**src/hw/rtl/frfs_pkg.sv**
```systemverilog
`default_nettype none
package frfs_pkg;

  localparam int unsigned MAX_CHUNKS  = 256;
  localparam int unsigned MAX_ENTRIES = 1024;
  localparam int unsigned SIZE_BITS   = 40;

  localparam int unsigned CHUNK_W = 8;
  localparam int unsigned ENTRY_W = 10;
  localparam int unsigned PORT_SIZE_W = 40;
  localparam int unsigned SIZE_W = (SIZE_BITS < PORT_SIZE_W) ? SIZE_BITS : PORT_SIZE_W;

  localparam int unsigned QUEUE_DEPTH = 2;
  localparam int unsigned QUEUE_IDX_W = 1;
  localparam int unsigned QUEUE_CNT_W = 2;

  typedef enum logic [1:0] {
    FIT_FIRST = 2'd0,
    FIT_BEST  = 2'd1,
    FIT_WORST = 2'd2
  } fit_mode_t;

  typedef struct packed {
    logic               fits;
    logic               settle;
    logic               best;
    logic               worst;
    logic [CHUNK_W-1:0] chunk;
    logic [ENTRY_W-1:0] entry;
    logic [SIZE_W-1:0]  size;
    logic               last;
  } item_t;

endpackage
`default_nettype wire

```
**src/hw/rtl/frfs_ifs.sv**
```systemverilog
`default_nettype none
interface frfs_in_if;
  logic        valid;
  logic        ready;
  logic        has_entry;
  logic [7:0]  chunk_index;
  logic [9:0]  entry_index;
  logic [39:0] range_size;
  logic [39:0] request_size;
  logic        last;

  modport source (output valid, has_entry, chunk_index, entry_index, range_size,
                  request_size, last, input ready);
  modport sink (input valid, has_entry, chunk_index, entry_index, range_size,
                request_size, last, output ready);
endinterface

interface frfs_out_if;
  logic        valid;
  logic        ready;
  logic        found;
  logic [7:0]  chosen_chunk;
  logic [9:0]  chosen_entry;
  logic [39:0] chosen_size;

  modport source (output valid, found, chosen_chunk, chosen_entry, chosen_size,
                  input ready);
  modport sink (input valid, found, chosen_chunk, chosen_entry, chosen_size,
                output ready);
endinterface

interface frfs_cfg_if;
  logic       valid;
  logic       ready;
  logic [1:0] fit_mode;

  modport source (output valid, fit_mode, input ready);
  modport sink (input valid, fit_mode, output ready);
endinterface
`default_nettype wire

```
**src/hw/rtl/free_range_fit_search_top.sv**
```systemverilog
// datapath: an accepted word is written into the queue, and a scan end's result into the output register
// throughput: one word per cycle, limited by the two-entry queue and output register
// the back end updates the candidate once per word; a stalled output holds only scan ends
// reset: synchronous, active high; clears mode to first fit, the queue, the search
// state and the output valid
`default_nettype none
module free_range_fit_search_top #(
  parameter int unsigned MAX_CHUNKS  = frfs_pkg::MAX_CHUNKS,
  parameter int unsigned MAX_ENTRIES = frfs_pkg::MAX_ENTRIES
) (
  input  wire logic   clk,
  input  wire logic   rst,
  frfs_in_if.sink     in,
  frfs_cfg_if.sink    cfg,
  frfs_out_if.source  out
);

  frfs_pkg::item_t wr_item;
  frfs_pkg::item_t rd_item;
  logic push;
  logic full;
  logic pop;
  logic not_empty;

  frfs_front #(
    .MAX_CHUNKS  (MAX_CHUNKS),
    .MAX_ENTRIES (MAX_ENTRIES)
  ) u_front (
    .clk  (clk),
    .rst  (rst),
    .in   (in),
    .cfg  (cfg),
    .full (full),
    .item (wr_item),
    .push (push)
  );

  frfs_fifo u_fifo (
    .clk       (clk),
    .rst       (rst),
    .push      (push),
    .wr_item   (wr_item),
    .full      (full),
    .pop       (pop),
    .not_empty (not_empty),
    .rd_item   (rd_item)
  );

  frfs_back u_back (
    .clk       (clk),
    .rst       (rst),
    .not_empty (not_empty),
    .item      (rd_item),
    .pop       (pop),
    .out       (out)
  );

endmodule
`default_nettype wire

```
**src/hw/rtl/frfs_front.sv**
```systemverilog
`default_nettype none
module frfs_front #(
  parameter int unsigned MAX_CHUNKS  = frfs_pkg::MAX_CHUNKS,
  parameter int unsigned MAX_ENTRIES = frfs_pkg::MAX_ENTRIES
) (
  input  wire logic          clk,
  input  wire logic          rst,
  frfs_in_if.sink            in,
  frfs_cfg_if.sink           cfg,
  input  wire logic          full,
  output frfs_pkg::item_t    item,
  output logic               push
);

  frfs_pkg::fit_mode_t mode;
  logic [frfs_pkg::SIZE_W-1:0] fsize;
  logic [frfs_pkg::SIZE_W-1:0] req;
  logic in_range;
  logic ge;
  logic eq;

  always_ff @(posedge clk) begin
    if (rst) begin
      mode <= frfs_pkg::FIT_FIRST;
    end else if (cfg.valid && cfg.ready) begin
      mode <= frfs_pkg::fit_mode_t'(cfg.fit_mode);
    end
  end

  assign cfg.ready = 1'b1;
  assign in.ready  = !full;
  assign push      = in.valid && !full;

  assign fsize    = in.range_size[frfs_pkg::SIZE_W-1:0];
  assign req      = in.request_size[frfs_pkg::SIZE_W-1:0];
  assign in_range = (32'(in.chunk_index) < 32'(MAX_CHUNKS)) &&
                    (32'(in.entry_index) < 32'(MAX_ENTRIES));
  assign ge = fsize >= req;
  assign eq = fsize == req;

  always_comb begin
    item.fits  = in.has_entry && in_range && ge;
    item.chunk = in.chunk_index;
    item.entry = in.entry_index;
    item.size  = fsize;
    item.last  = in.last;
    case (mode)
      frfs_pkg::FIT_BEST: begin
        item.settle = eq;
        item.best   = 1'b1;
        item.worst  = 1'b0;
      end
      frfs_pkg::FIT_WORST: begin
        item.settle = eq;
        item.best   = 1'b0;
        item.worst  = 1'b1;
      end
      default: begin
        item.settle = 1'b1;
        item.best   = 1'b0;
        item.worst  = 1'b0;
      end
    endcase
  end

endmodule
`default_nettype wire

```
**src/hw/rtl/frfs_fifo.sv**
```systemverilog
`default_nettype none
module frfs_fifo (
  input  wire logic             clk,
  input  wire logic             rst,
  input  wire logic             push,
  input  wire frfs_pkg::item_t  wr_item,
  output logic                  full,
  input  wire logic             pop,
  output logic                  not_empty,
  output frfs_pkg::item_t       rd_item
);

  frfs_pkg::item_t mem [frfs_pkg::QUEUE_DEPTH];
  logic [frfs_pkg::QUEUE_IDX_W-1:0] wr_ptr;
  logic [frfs_pkg::QUEUE_IDX_W-1:0] rd_ptr;
  logic [frfs_pkg::QUEUE_CNT_W-1:0] count;

  assign full      = count == frfs_pkg::QUEUE_CNT_W'(frfs_pkg::QUEUE_DEPTH);
  assign not_empty = count != '0;
  assign rd_item   = mem[rd_ptr];

  always_ff @(posedge clk) begin
    if (push) begin
      mem[wr_ptr] <= wr_item;
    end
  end

  always_ff @(posedge clk) begin
    if (rst) begin
      wr_ptr <= '0;
      rd_ptr <= '0;
      count  <= '0;
    end else begin
      if (push) begin
        wr_ptr <= wr_ptr + 1'b1;
      end
      if (pop) begin
        rd_ptr <= rd_ptr + 1'b1;
      end
      if (push && !pop) begin
        count <= count + 1'b1;
      end else if (pop && !push) begin
        count <= count - 1'b1;
      end
    end
  end

endmodule
`default_nettype wire

```
**src/hw/rtl/frfs_back.sv**
```systemverilog
`default_nettype none
module frfs_back (
  input  wire logic             clk,
  input  wire logic             rst,
  input  wire logic             not_empty,
  input  wire frfs_pkg::item_t  item,
  output logic                  pop,
  frfs_out_if.source            out
);

  logic have_candidate;
  logic locked;
  logic [frfs_pkg::CHUNK_W-1:0] cand_chunk;
  logic [frfs_pkg::ENTRY_W-1:0] cand_entry;
  logic [frfs_pkg::SIZE_W-1:0]  cand_size;

  logic have_next;
  logic locked_next;
  logic [frfs_pkg::CHUNK_W-1:0] chunk_next;
  logic [frfs_pkg::ENTRY_W-1:0] entry_next;
  logic [frfs_pkg::SIZE_W-1:0]  size_next;
  logic take;
  logic out_valid;

  assign pop = not_empty && (!item.last || !out_valid || out.ready);

  assign take = item.fits && !locked &&
                (item.settle || !have_candidate ||
                 (item.best && (item.size < cand_size)) ||
                 (item.worst && (item.size > cand_size)));

  assign have_next   = have_candidate || take;
  assign locked_next = locked || (take && item.settle);
  assign chunk_next  = take ? item.chunk : cand_chunk;
  assign entry_next  = take ? item.entry : cand_entry;
  assign size_next   = take ? item.size  : cand_size;

  always_ff @(posedge clk) begin
    if (rst) begin
      have_candidate <= 1'b0;
      locked         <= 1'b0;
      out_valid      <= 1'b0;
    end else begin
      if (pop) begin
        have_candidate <= item.last ? 1'b0 : have_next;
        locked         <= item.last ? 1'b0 : locked_next;
      end
      if (pop && item.last) begin
        out_valid <= 1'b1;
      end else if (out.ready) begin
        out_valid <= 1'b0;
      end
    end
  end

  always_ff @(posedge clk) begin
    if (pop && !item.last) begin
      cand_chunk <= chunk_next;
      cand_entry <= entry_next;
      cand_size  <= size_next;
    end
    if (pop && item.last) begin
      out.found        <= have_next;
      out.chosen_chunk <= have_next ? chunk_next : '0;
      out.chosen_entry <= have_next ? entry_next : '0;
      out.chosen_size  <= have_next ? frfs_pkg::PORT_SIZE_W'(size_next) : '0;
    end
  end

  assign out.valid = out_valid;

  a_lock_has_cand: assert property (@(posedge clk) disable iff (rst)
    locked |-> have_candidate)
    else $error("locked without a candidate");

  a_none_zero: assert property (@(posedge clk) disable iff (rst)
    (out.valid && !out.found) |->
      (out.chosen_chunk == '0 && out.chosen_entry == '0 && out.chosen_size == '0))
    else $error("empty result carries nonzero fields");

  a_scan_clears: assert property (@(posedge clk) disable iff (rst)
    (pop && item.last) |=> (!have_candidate && !locked && out.valid))
    else $error("scan end did not clear search state");

endmodule
`default_nettype wire

```
**src/flat_wrapper.sv**
```systemverilog
// flat-port wrapper written by rule: the top's interface ports become plain ports
module free_range_fit_search_top_flat 
#(
  parameter int unsigned MAX_CHUNKS  = frfs_pkg::MAX_CHUNKS,
  parameter int unsigned MAX_ENTRIES = frfs_pkg::MAX_ENTRIES
)
  (clk, rst, in_valid, in_has_entry, in_chunk_index, in_entry_index, in_range_size, in_request_size, in_last, in_ready, cfg_valid, cfg_fit_mode, cfg_ready, out_valid, out_found, out_chosen_chunk, out_chosen_entry, out_chosen_size, out_ready);
  frfs_in_if in_i ();
  frfs_cfg_if cfg_i ();
  frfs_out_if out_i ();
  input  wire logic clk;
  input  wire logic rst;
  input wire logic [$bits(in_i.valid)-1:0] in_valid;
  input wire logic [$bits(in_i.has_entry)-1:0] in_has_entry;
  input wire logic [$bits(in_i.chunk_index)-1:0] in_chunk_index;
  input wire logic [$bits(in_i.entry_index)-1:0] in_entry_index;
  input wire logic [$bits(in_i.range_size)-1:0] in_range_size;
  input wire logic [$bits(in_i.request_size)-1:0] in_request_size;
  input wire logic [$bits(in_i.last)-1:0] in_last;
  output wire logic [$bits(in_i.ready)-1:0] in_ready;
  input wire logic [$bits(cfg_i.valid)-1:0] cfg_valid;
  input wire logic [$bits(cfg_i.fit_mode)-1:0] cfg_fit_mode;
  output wire logic [$bits(cfg_i.ready)-1:0] cfg_ready;
  output wire logic [$bits(out_i.valid)-1:0] out_valid;
  output wire logic [$bits(out_i.found)-1:0] out_found;
  output wire logic [$bits(out_i.chosen_chunk)-1:0] out_chosen_chunk;
  output wire logic [$bits(out_i.chosen_entry)-1:0] out_chosen_entry;
  output wire logic [$bits(out_i.chosen_size)-1:0] out_chosen_size;
  input wire logic [$bits(out_i.ready)-1:0] out_ready;
  assign in_i.valid = in_valid;
  assign in_i.has_entry = in_has_entry;
  assign in_i.chunk_index = in_chunk_index;
  assign in_i.entry_index = in_entry_index;
  assign in_i.range_size = in_range_size;
  assign in_i.request_size = in_request_size;
  assign in_i.last = in_last;
  assign in_ready = in_i.ready;
  assign cfg_i.valid = cfg_valid;
  assign cfg_i.fit_mode = cfg_fit_mode;
  assign cfg_ready = cfg_i.ready;
  assign out_valid = out_i.valid;
  assign out_found = out_i.found;
  assign out_chosen_chunk = out_i.chosen_chunk;
  assign out_chosen_entry = out_i.chosen_entry;
  assign out_chosen_size = out_i.chosen_size;
  assign out_i.ready = out_ready;
  free_range_fit_search_top #(.MAX_CHUNKS(MAX_CHUNKS), .MAX_ENTRIES(MAX_ENTRIES)) u_core (.clk(clk), .rst(rst), .in(in_i), .cfg(cfg_i), .out(out_i));
endmodule
```
**config.mk**
```make
export PLATFORM = sky130hd
export DESIGN_NAME = free_range_fit_search_top_flat
export DESIGN_NICKNAME = d
export VERILOG_FILES = /design/src/hw/rtl/frfs_pkg.sv /design/src/hw/rtl/frfs_ifs.sv /design/src/hw/rtl/free_range_fit_search_top.sv /design/src/hw/rtl/frfs_front.sv /design/src/hw/rtl/frfs_fifo.sv /design/src/hw/rtl/frfs_back.sv /design/src/flat_wrapper.sv
export SDC_FILE = /design/constraint.sdc
export NUM_CORES = 1
export LEC_CHECK = 0
export BUFFER_PORTS_ARGS = -buffer_cell sky130_fd_sc_hd__buf_2
export CORE_MARGIN = 1
export CORE_UTILIZATION = 45
export DETAILED_ROUTE_END_ITERATION = 8
export GPL_TIMING_DRIVEN = 0
export HOLD_SLACK_MARGIN = 0.12
export PLACE_DENSITY = 0.65
export SLEW_MARGIN = 20
export SYNTH_ARGS = -nofsm -noshare
export SYNTH_HDL_FRONTEND = slang
export SYNTH_SLANG_ARGS = --single-unit
```
**constraint.sdc**
```tcl
create_clock -name clk -period 5.8 [get_ports clk]
set_clock_uncertainty 0.05 [all_clocks]
set_input_delay 1.16 -clock clk [delete_from_list [all_inputs] [get_ports clk]]
set_output_delay 1.16 -clock clk [all_outputs]
set_load 0.03 [all_outputs]
```
# [Word-level counts from Yosys, hierarchy flattened]
# Memory sizes are Yosys's and may differ from the RTL's. A register that Yosys moved wholly into a read port is not among the register bits.
# Index checks and enable logic that the tools add are counted.
[op_classes] addsub=4 magnitude_cmp=3 reduce_logical=29 eq_ne=4 n_mux=14
[ops] operator="40-bit == test" count=1
[ops] operator="40-bit greater-or-equal comparator" count=1
[ops] operator="40-bit > comparator" count=1
[ops] operator="40-bit less-than comparator" count=1
[ops] operator="40-bit 2-to-1 mux" count=1
[ops] operator="1-bit logical AND" count=12
[ops] operator="10-bit 2-to-1 mux" count=1
[ops] operator="1-bit 2-to-1 mux" count=8
[ops] operator="8-bit 2-to-1 mux" count=1
[ops] operator="1-bit zero test" count=7
[ops] operator="1-bit logical OR" count=7
[ops] operator="3-bit one-hot mux with 2 select lines" count=1
[ops] operator="2-bit nonzero test" count=3
[ops] operator="2-bit == test (second input constant)" count=2
[ops] operator="2-bit 2-to-1 mux" count=2
[ops] operator="1-bit adder (second input constant)" count=2
[ops] operator="2-bit by 1-bit adder with 2-bit output (second input constant)" count=1
[ops] operator="2-bit by 1-bit == test with 1-bit output (second input constant)" count=1
[ops] operator="2-bit by 1-bit subtractor with 2-bit output (second input constant)" count=1
[totals] ramBits=126 regBits=126 mem_count=1
[memory_table] memory="u_core.u_fifo.mem" words=2 width=63 read_ports=1 rd_clocked_by_memory_dff=1 wr=1 line="frfs_fifo.sv:13" source="frfs_pkg::item_t mem [frfs_pkg::QUEUE_DEPTH];"

# [Logic depth before layout (Yosys ltp)]
# Gate-level depths: netlist (run 1).
[logic_depth] ltp_word=8 ltp_mapped=17

# [Hierarchy]
# From an unflattened synthesis (run 1), not the netlist that was laid out.
[unflattened] hier_cells=858 area_unflattened_um2=12421.9
[by_module_without_submodules] module="frfs_back" cells_per_inst=423 seq_area_each_um2=3573.4 instances=1 area_per_inst_um2=6033.3
[by_module_without_submodules] module="frfs_fifo" cells_per_inst=218 seq_area_each_um2=3883.7 instances=1 area_per_inst_um2=4778.3
[by_module_without_submodules] module="frfs_front" cells_per_inst=217 seq_area_each_um2=40.0 instances=1 area_per_inst_um2=1610.3

# [Least setup slack after synthesis (run 1)]
# No wires, ideal clock.
[synth_path] path_kind="input to register" start="input port in_valid" end="memory u_core.u_fifo.mem[0][0] (netlist bit), enable pin" setup_ns=0.484 setup_slack_ns=1.371 path_stages=2 arrival_time_ns=3.894 path_cell_list="nand2_1 > nor2_1"
[synth_between] elab_chain_cells=3
[synth_lines] element="from (decl)" line="flat_wrapper.sv:13" source="input wire logic [$bits(in_i.valid)-1:0] in_valid;"
[synth_lines] element="1-bit logical AND" line="frfs_front.sv:32" source="assign push = in.valid && !full;"
[synth_lines] element="1-bit 2-to-1 mux" line="frfs_fifo.sv:23" source="if (push) begin"
[synth_lines] element="1-bit 2-to-1 mux (implied by the code)" line="frfs_fifo.sv:24" source="mem[wr_ptr] <= wr_item;"
[synth_lines] element="to (decl)" line="frfs_fifo.sv:13"
# Every way passes these cells.

==> results of run 1 <==
## per-layer routing
metal	track usage (%)	routed length (µm)
met5	0	0
met1	26.1	12100
met2	33.1	13000
met3	2.50	996
met4	5.04	475
## final timing paths
path                                        startpoint                                     to  slack, ns
setup reg to reg                              register  u_core.u_back.cand_entry[6]$_DFFE_PP_       0.52
setup / recovery                              register  u_core.u_back.cand_entry[6]$_DFFE_PP_       0.52
hold / removal    u_core.u_back.out.valid$_SDFFE_PP0P_   u_core.u_back.out.valid$_SDFFE_PP0P_       0.45
hold reg to reg   u_core.u_back.out.valid$_SDFFE_PP0P_   u_core.u_back.out.valid$_SDFFE_PP0P_       0.45
## logic make-up (layout without fill, tap and decap cells)
family                   count (synthesis)  count (layout)
XOR/XNOR                                 4               4
flip-flops                             253             253
buffers and inverters                  165             384
AO/OA/AOI/OAI                          193             193
other                                    1               2
adder cells (fa/ha/maj)                 83              83
multiplexers                           123             123
AND/OR/NAND/NOR                        139             139
## flip-flops by register name (all words and copies together), names as in the netlist, named ones only
name,count
u_core.u_fifo.mem,126
u_core.u_fifo.count,2
u_core.u_back.locked,1
u_core.u_back.cand_entry,10
u_core.u_fifo.wr_ptr,1
u_core.u_fifo.rd_ptr,1
u_core.u_back.cand_size,40
u_core.u_back.out.chosen_size,40
u_core.u_back.have_candidate,1
u_core.u_back.out.valid,1
u_core.u_back.out.chosen_entry,10
u_core.u_back.cand_chunk,8
u_core.u_back.out.found,1
u_core.u_front.mode,2
u_core.u_back.out.chosen_chunk,8
## power by group through the flow
| stage | sequential [mW] | combinational [mW] | clock (mW) |
|---|---|---|---|
| after floorplan | 3.21 | 1.45 | 0 |
| after global placement | 2.96 | 2.41 | 0 |
| after detailed placement | 2.92 | 2.54 | 0 |
| after CTS | 2.88 | 2.55 | 1.64 |
| after global routing | 2.94 | 2.78 | 1.71 |
| final | 2.89 | 2.51 | 1.60 |
## per-stage QoR
stage | total power, mW | util (%)
final | 7.01 | 54.6
after global routing | 7.44 | 54.6
after CTS | 7.07 | 54.6
after detailed placement | 5.45 | 51.5
after global placement | 5.36 | 50.9
after floorplan | 4.67 | -
## layout by cell type, fill, tap and decap left out, drive strengths merged, types with 4 or more instances in the layout
| cell | instances |
|---|---|
| a211oi | 7 |
| a21o | 9 |
| a21oi | 147 |
| buf | 190 |
| clkbuf | 54 |
| clkinv | 14 |
| dfxtp | 10 |
| edfxtp | 243 |
| ha | 83 |
| inv | 124 |
| mux2i | 122 |
| nand2 | 76 |
| nand3 | 4 |
| nand4 | 14 |
| nor2 | 26 |
| nor2b | 4 |
| nor3 | 5 |
| o211ai | 4 |
| o21ai | 14 |
## cell type report
cell class | instances | area, µm²
fillers | 2289 | 11900
flip-flops and latches | 253 | 7500
clock buffers | 32 | 683
repair buffers | 172 | 966
plain buffers | 40 | 196
well taps | 335 | 419
diodes | 1 | 2.50
clock inverters | 16 | 131
multi-input cells | 543 | 3990
inverters | 124 | 468
## critical path, cell delays in order (launching register included)
cell and delay, ns:
dfxtp_1 0.68, clkbuf_2 0.41, clkbuf_2 0.43, mux2i_1 0.35, inv_1 0.08, ha_1 0.33, nand4_1 0.17, nor4_1 0.66
o21ai_0 0.19, a21oi_1 0.20, a211oi_1 0.09, mux2i_2 0.42, and2_1 0.19, buf_4 0.18, buf_6 0.18, buf_2 0.28
a21oi_1 0.11
## repair_timing
item,in CTS,in global routing
resized for setup,2,1
endpoints found under the setup margin,116,88
hold buffers,0,0
==> out/metrics.cfg, run 1 <==
[worst_setup_path]
cp.required_ns=6.02
critPathKind=register to register
end_kind=register
worst-path-max-fanout=10
worstSetupStartpointType=register
r2r_cells=16
cp.arrival_ns=5.50

[yosys]
synth_mux_area_share_pct=10.2
ys_warn_count=0
synth.distinct_cells=41
synth_area_leaders=edfxtp_1, mux2i_1, ha_1, a21oi_1, inv_1
synth.largest_area_cell=edfxtp_1
yosysTopAreaCellShare_pct=60.2
synthTopCellsByCount=edfxtp_1, a21oi_1, inv_1
synth_ff_type=edfxtp_1
syn-mean-instance-area_um2=12.6
synth_top_family_by_area=multiplexers
synth_fa_ha_area_share_pct=8.56
yosys.area_share.xor_xnor_pct=0.289
synth_cells=961
synth-compound-area-share_pct=8.67
async_reset_ff_share_pct=0
ys_seq_area_share_pct=61.8
synth_edf_count=243
synth_seq_cells=253
synth_area_um2=12100
syn-num-nets=1151
synth_most_common_cell=edfxtp_1
synthSimpleGateAreaFrac_pct=4.99

[cts]
clkTransAtPathRegs_ns=0.06
cts-htree-levels=1
cts.sinks=253
clockBufferDepth=3
clk_latency_ns=0.54
numCtsBuffers=26
cts_setup_buffers=0
root_buffer=clkbuf_16
cts_tree=done

[finish]
fin_nets=1350
drive_gt1_share_pct=19.7
area_growth_syn_to_layout_pct=18.4
final_cells=1516
fin_area_um2=14400

[global_routing]
grt_max_degree=45
grt_pass1_vias=7932
antenna_found_initial=2
grt_pass1_wl_um=42000
grt_overflow=0
grt_use_total_pct=19.4

[power_and_ir_drop]
p_int_mw=4.49
p_seq_share_pct=41.3
p_switching_mw=2.51
p_leak_nw=5.94
clkPwrFrac_pct=22.9
p_per_area_nw_per_um2=488
power_switching_share_pct=35.9
combPwrFrac_pct=35.8
ir_drop_v=0.000215

[sta]
finalSetupViolations=0
slew_violations=0
min_period_ns=5.28
hold-worst-slack_ns=0.454
hold_viol=0
rsz0062_at_grt=false
setup_slack_ns=0.524
timing.slew.headroom_pct=36.6
fmax_mhz=190
tightest_slew_ns=0.951
timing.final.crit_share_pct=91.0
setup-tns-final_ns=0

[placed_design]
place.gp.congestion=0.797
port_buffers=166
dp_slack_ns=-0.357
dpl_cell_area_um2=13500
dp_cells=1468
dp_hpwl_um=18900

[detailed_routing]
drtIter0Drc=486
vias_per_cell=5.19
wire_per_inst_um=17.5
dr.pass1.iters=6
dr_total_vias=7870
routed_wl_um=26500
ant_nets=0
drc=5

[job]
cap_violations=0

[status]
violations=DRC
run_status=finished, violations left

[floorplan]
die_area_um2=27600
std_cell_rows=59
die_x_um=166
core-area_um2=26300
start_util_pct=46.1
die_y_um=166
pin_count=169

[min_path]
holdCritPathClass=register to register
hold_depth=2

Note: power is estimated with default switching activity, not from simulation.
==> inputs of run 2 (changes only) <==
Clock period 5.8 ns to 6.3 ns, I/O delays scaled along.
==> run 2 against run 1 <==
Compared with the run above: largest power group unchanged; global-route usage unchanged; the flow still finishes with violations (DRC); final cell count about the same; power decreased by 8.0%.
==> out/metrics.cfg, run 2 (synthesized netlist as in run 1, its figures left out) <==
[placed_design]
dp_hpwl_um=18900
place.gp.congestion=0.797
dp_cells=1468
port_buffers=166

[floorplan]
core-area_um2=26300
pin_count=169
start_util_pct=46.1
die_x_um=166
die_y_um=166
die_area_um2=27600
std_cell_rows=59

[cts]
cts_tree=done
clockBufferDepth=3
clk_latency_ns=0.54
cts.hold.buffers_added=0
root_buffer=clkbuf_16
clkTransAtPathRegs_ns=0.06
cts-htree-levels=1
numCtsBuffers=26
cts.sinks=253

[worst_setup_path]
r2r_end=u_core.u_back.cand_entry[6]$_DFFE_PP_
cp-endpoint=u_core.u_back.cand_entry[6]$_DFFE_PP_
r2r_cells=17
worst-path-max-fanout=10
critPathKind=register to register
cp.required_ns=6.52
regToRegSetupSlack_ns=0.53
worstSetupStartpointType=register
end_kind=register
cp.arrival_ns=5.99

[power_and_ir_drop]
p_int_mw=4.14
combPwrFrac_pct=36.0
ir_drop_v=0.000197
p_per_area_nw_per_um2=449
clkPwrFrac_pct=22.8
p_leak_nw=5.95
power_switching_share_pct=35.8
p_switching_mw=2.31
power.total_mw=6.45
p_seq_share_pct=41.2

[finish]
drive_gt1_share_pct=19.5
largest_reg_flops=126
top_register=u_core.u_fifo.mem
final_cell_mix=edfxtp_1, buf_2, a21oi_1
fill_cells=2287
fin_nets=1351
reg_top3=u_core.u_fifo.mem (126), u_core.u_back.cand_size (40), u_core.u_back.out.chosen_size (40)
fin_util_pct=54.6
area_growth_syn_to_layout_pct=18.4
final_cells=1517
regArea_um2=7500
multi_input_area_um2=3990
final_common_cell=edfxtp_1

[detailed_routing]
dr.pass1.iters=7
routed_wl_um=26500
dr_total_vias=7883
ant_nets=0
vias_per_cell=5.20
drtIter0Drc=550
drc=5
wire_per_inst_um=17.4

[global_routing]
grt_max_degree=45
grt_pass1_vias=7930
grt_pass1_wl_um=42000
grt_use_total_pct=19.4
antenna_found_initial=2
grt_overflow=0

[sta]
setup-tns-final_ns=0
timing.slew.headroom_pct=36.7
fmax_mhz=173
finalSetupViolations=0
hold_viol=0
hold-worst-slack_ns=0.454
min_period_ns=5.77
slew_violations=0
rsz0062_at_grt=false
tightest_slew_ns=0.949
timing.final.crit_share_pct=91.6

[status]
violations=DRC
run_status=finished, violations left

[job]
cap_violations=0

[min_path]
hold_depth=2
holdCritPathClass=register to register

==> run 2: changes by cell type in the layout (fill, tap and decap cells not counted) <==
cell	before	now
clkbuf_2	2	1
mux2i_2	1	0
mux2i_1	121	122
clkbuf_1	25	27
==> run 2: how the worst min path moves through the flow <==
stage	slack (ns)	from	endpoint
CTS	0.46	u_core.u_back.out.valid$_SDFFE_PP0P_	u_core.u_back.out.valid$_SDFFE_PP0P_
global placement	0.43	u_core.u_back.out.valid$_SDFFE_PP0P_	u_core.u_back.out.valid$_SDFFE_PP0P_
floorplan	0.43	u_core.u_fifo.rd_ptr$_SDFFE_PP0P_	register
global route	0.50	u_core.u_fifo.rd_ptr$_SDFFE_PP0P_	register
detailed placement	0.45	u_core.u_back.out.valid$_SDFFE_PP0P_	u_core.u_back.out.valid$_SDFFE_PP0P_
finish	0.45	u_core.u_back.out.valid$_SDFFE_PP0P_	u_core.u_back.out.valid$_SDFFE_PP0P_
==> run 2: layout make-up <==
type	instances	share of cell area, %
plain buffers	41	1.39
diodes	1	0.0174
well taps	335	2.92
flip-flops and latches	253	52.2
repair buffers	172	6.73
clock inverters	16	0.915
multi-input cells	543	27.8
clock buffers	32	4.76
inverters	124	3.26
==> run 2: critical path, stage by stage (launching register included) <==
cell	delay (ns)
dfxtp_1	0.30
clkbuf_1	0.55
clkbuf_1	0.59
clkbuf_2	0.47
mux2i_1	0.35
inv_1	0.08
ha_1	0.33
nand4_1	0.17
nor4_1	0.61
o21ai_0	0.18
a21oi_1	0.20
a211oi_1	0.08
mux2i_1	0.55
and2_1	0.21
buf_4	0.18
buf_6	0.18
buf_2	0.28
a21oi_1	0.11
==> run 2: power groups by stage <==
| stage | Clock, mW | Combinational (mW) | Sequential [mW] |
|---|---|---|---|
| 5_1_grt | 1.58 | 2.57 | 2.70 |
| 4_1_cts | 1.51 | 2.35 | 2.66 |
| 3_5_place_dp | 0 | 2.34 | 2.69 |
| 2_1_floorplan | 0 | 1.34 | 2.96 |
| 3_3_place_gp | 0 | 2.21 | 2.72 |
| 6_report | 1.47 | 2.32 | 2.66 |
==> run 2: stage by stage <==
stage	instance area, µm²	setup slack [ns]
floorplan	12100	1.77
global placement	13400	-0.247
detailed placement	13500	0.143
CTS	14300	0.125
global route	14400	0.0460
finish	14400	0.530
==> run 2: timing repair <==
item,CTS,global route
gates resized for setup,0,3
setup endpoints to repair,0,102
buffers inserted,0,0
==> run 2: per-layer routing <==
| layer | global-route usage, % | vias to the layer above | routed length [µm] |
|---|---|---|---|
| met2 | 33.1 | 196 | 13000 |
| met4 | 5.04 | 0 | 448 |
| met1 | 26.1 | 3772 | 11800 |
| met3 | 2.50 | 30 | 1170 |
| met5 | 0 | - | 0 |
| li1 | - | 3885 | - |
==> inputs of run 3 (changes only) <==
Settings changed: CORE_MARGIN 1 to 5, CTS_BUF_LIST from default to sky130_fd_sc_hd__clkbuf_4 sky130_fd_sc_hd__clkbuf_8, CTS_CLUSTER_SIZE from default to 14.
==> run 3 against run 2 <==
Compared with the run above: the flow now finishes without violations; register-to-register slack worse by 0.12 ns; worst setup slack got worse by 0.12 ns; flip-flop and latch count is the same; clock power is 7% lower; critical path type unchanged; critical endpoint is now u_core.u_back.cand_size[25]$_DFFE_PP_; largest cell class unchanged; highest routed layer unchanged.
==> out/metrics.cfg, run 3 (synthesized netlist as in run 1, its figures left out) <==
[power_and_ir_drop]
power.total_mw=6.36
p_leak_nw=5.97
ir_drop_v=0.000207
p_per_area_nw_per_um2=443

[sta]
timing.slew.headroom_pct=43.5
finalSetupViolations=0
tightest_slew_ns=0.848
setup_slack_ns=0.414
slew_violations=0
timing.final.crit_share_pct=93.4
setup-tns-final_ns=0
fmax_mhz=170
rsz0062_at_grt=false
hold_viol=0
min_period_ns=5.89

[cts]
cts.sinks=253
cts_setup_buffers=0
cts-htree-levels=2
numCtsBuffers=40
cts-resized-gates=0
clk_latency_ns=0.54
clkTransAtPathRegs_ns=0.06
clockBufferDepth=3
cts_tree=done
root_buffer=clkbuf_8
cts.hold.buffers_added=0

[floorplan]
pin_count=169
die_y_um=174
std_cell_rows=60
start_util_pct=45.4
die_x_um=174
die_area_um2=30300
core-area_um2=26700

[detailed_routing]
dr.pass1.iters=5
drc=0
routed_wl_um=27300
dr_total_vias=8028
ant_nets=0
wire_per_inst_um=17.6
vias_per_cell=5.18
drtIter0Drc=461

[worst_setup_path]
worst-path-max-fanout=10
r2r_cells=17
critPathKind=register to register
worstSetupStartpointType=register
cp-endpoint=u_core.u_back.cand_size[25]$_DFFE_PP_
regToRegSetupSlack_ns=0.41
end_kind=register
r2r_end=u_core.u_back.cand_size[25]$_DFFE_PP_
cp.required_ns=6.51
cp.arrival_ns=6.09

[finish]
top_register=u_core.u_fifo.mem
area_growth_syn_to_layout_pct=18.5
drive_gt1_share_pct=21.1
reg_top3=u_core.u_fifo.mem (126), u_core.u_back.cand_size (40), u_core.u_back.out.chosen_size (40)
largest_reg_flops=126
fin_nets=1366
final_common_cell=edfxtp_1
final_cell_mix=edfxtp_1, buf_2, a21oi_1
fill_cells=2345
final_cells=1549

[global_routing]
antenna_found_initial=2
grt_overflow=0
grt_use_total_pct=17.8
grt_max_degree=45
grt_pass1_vias=8267
grt_pass1_wl_um=43100

[placed_design]
dp_cells=1475
place.gp.congestion=0.789
port_buffers=166
dp_slack_ns=0.114
dp_hpwl_um=19700

[job]
cap_violations=0

[min_path]
holdCritPathClass=register to register

[status]
run_status=completed

## run 3: worst max-delay path, cell delays in order (launching register included)
cell	delay [ns]
dfxtp_1	0.30
clkbuf_1	0.55
clkbuf_1	0.59
clkbuf_2	0.50
mux2i_1	0.39
inv_1	0.09
ha_1	0.31
nand4_1	0.15
nor4_1	0.62
o21ai_0	0.19
a21oi_1	0.21
a211oi_1	0.09
mux2i_1	0.56
and2_1	0.21
buf_4	0.18
buf_6	0.19
buf_2	0.28
a21oi_1	0.12
## run 3: worst min path at each step
stage / slack (ns) / start / cells after the start / endpoint
finish: 0.47 / u_core.u_back.out.valid$_SDFFE_PP0P_ / 2 / u_core.u_back.out.valid$_SDFFE_PP0P_
global route: 0.48 / u_core.u_fifo.rd_ptr$_SDFFE_PP0P_ / 2 / register
CTS: 0.47 / u_core.u_back.out.valid$_SDFFE_PP0P_ / 2 / u_core.u_back.out.valid$_SDFFE_PP0P_
detailed placement: 0.45 / u_core.u_back.out.valid$_SDFFE_PP0P_ / 2 / u_core.u_back.out.valid$_SDFFE_PP0P_
global placement: 0.43 / u_core.u_back.out.valid$_SDFFE_PP0P_ / 2 / u_core.u_back.out.valid$_SDFFE_PP0P_
floorplan: 0.43 / u_core.u_fifo.rd_ptr$_SDFFE_PP0P_ / 2 / register
## run 3: layout make-up
class,instances,area [µm²],area share (%)
Clock buffer,49,624,4.34
Inverter,124,468,3.26
Timing Repair Buffer,173,1010,7.02
Sequential cell,253,7500,52.2
Tap cell,341,427,2.97
Clock inverter,24,158,1.10
Antenna cell,1,2.50,0.0174
Buffer,41,199,1.38
Multi-Input combinational cell,543,3990,27.7
## run 3: metrics by stage
stage	util, %	hold WS [ns]	instance area (µm²)
after global placement	50.1	0.434	13400
after global routing	53.8	0.485	14400
after detailed placement	50.8	0.454	13600
after floorplan	-	0.431	12100
after CTS	53.8	0.468	14400
final	53.8	0.467	14400
## run 3: per-layer routing
layer	vias to the layer above	wire length, µm	track usage [%]
li1	3921	-	-
met1	3816	11800	23.3
met2	236	13200	29.8
met3	55	1590	3.65
met4	0	698	5.84
met5	-	0	0
## run 3: power by group
part	leakage (nW)	internal (mW)	switching, mW
registers	2.35	2.48	0.170
logic	3.21	0.817	1.52
clock network	0.406	0.737	0.629
total	5.97	4.04	2.32
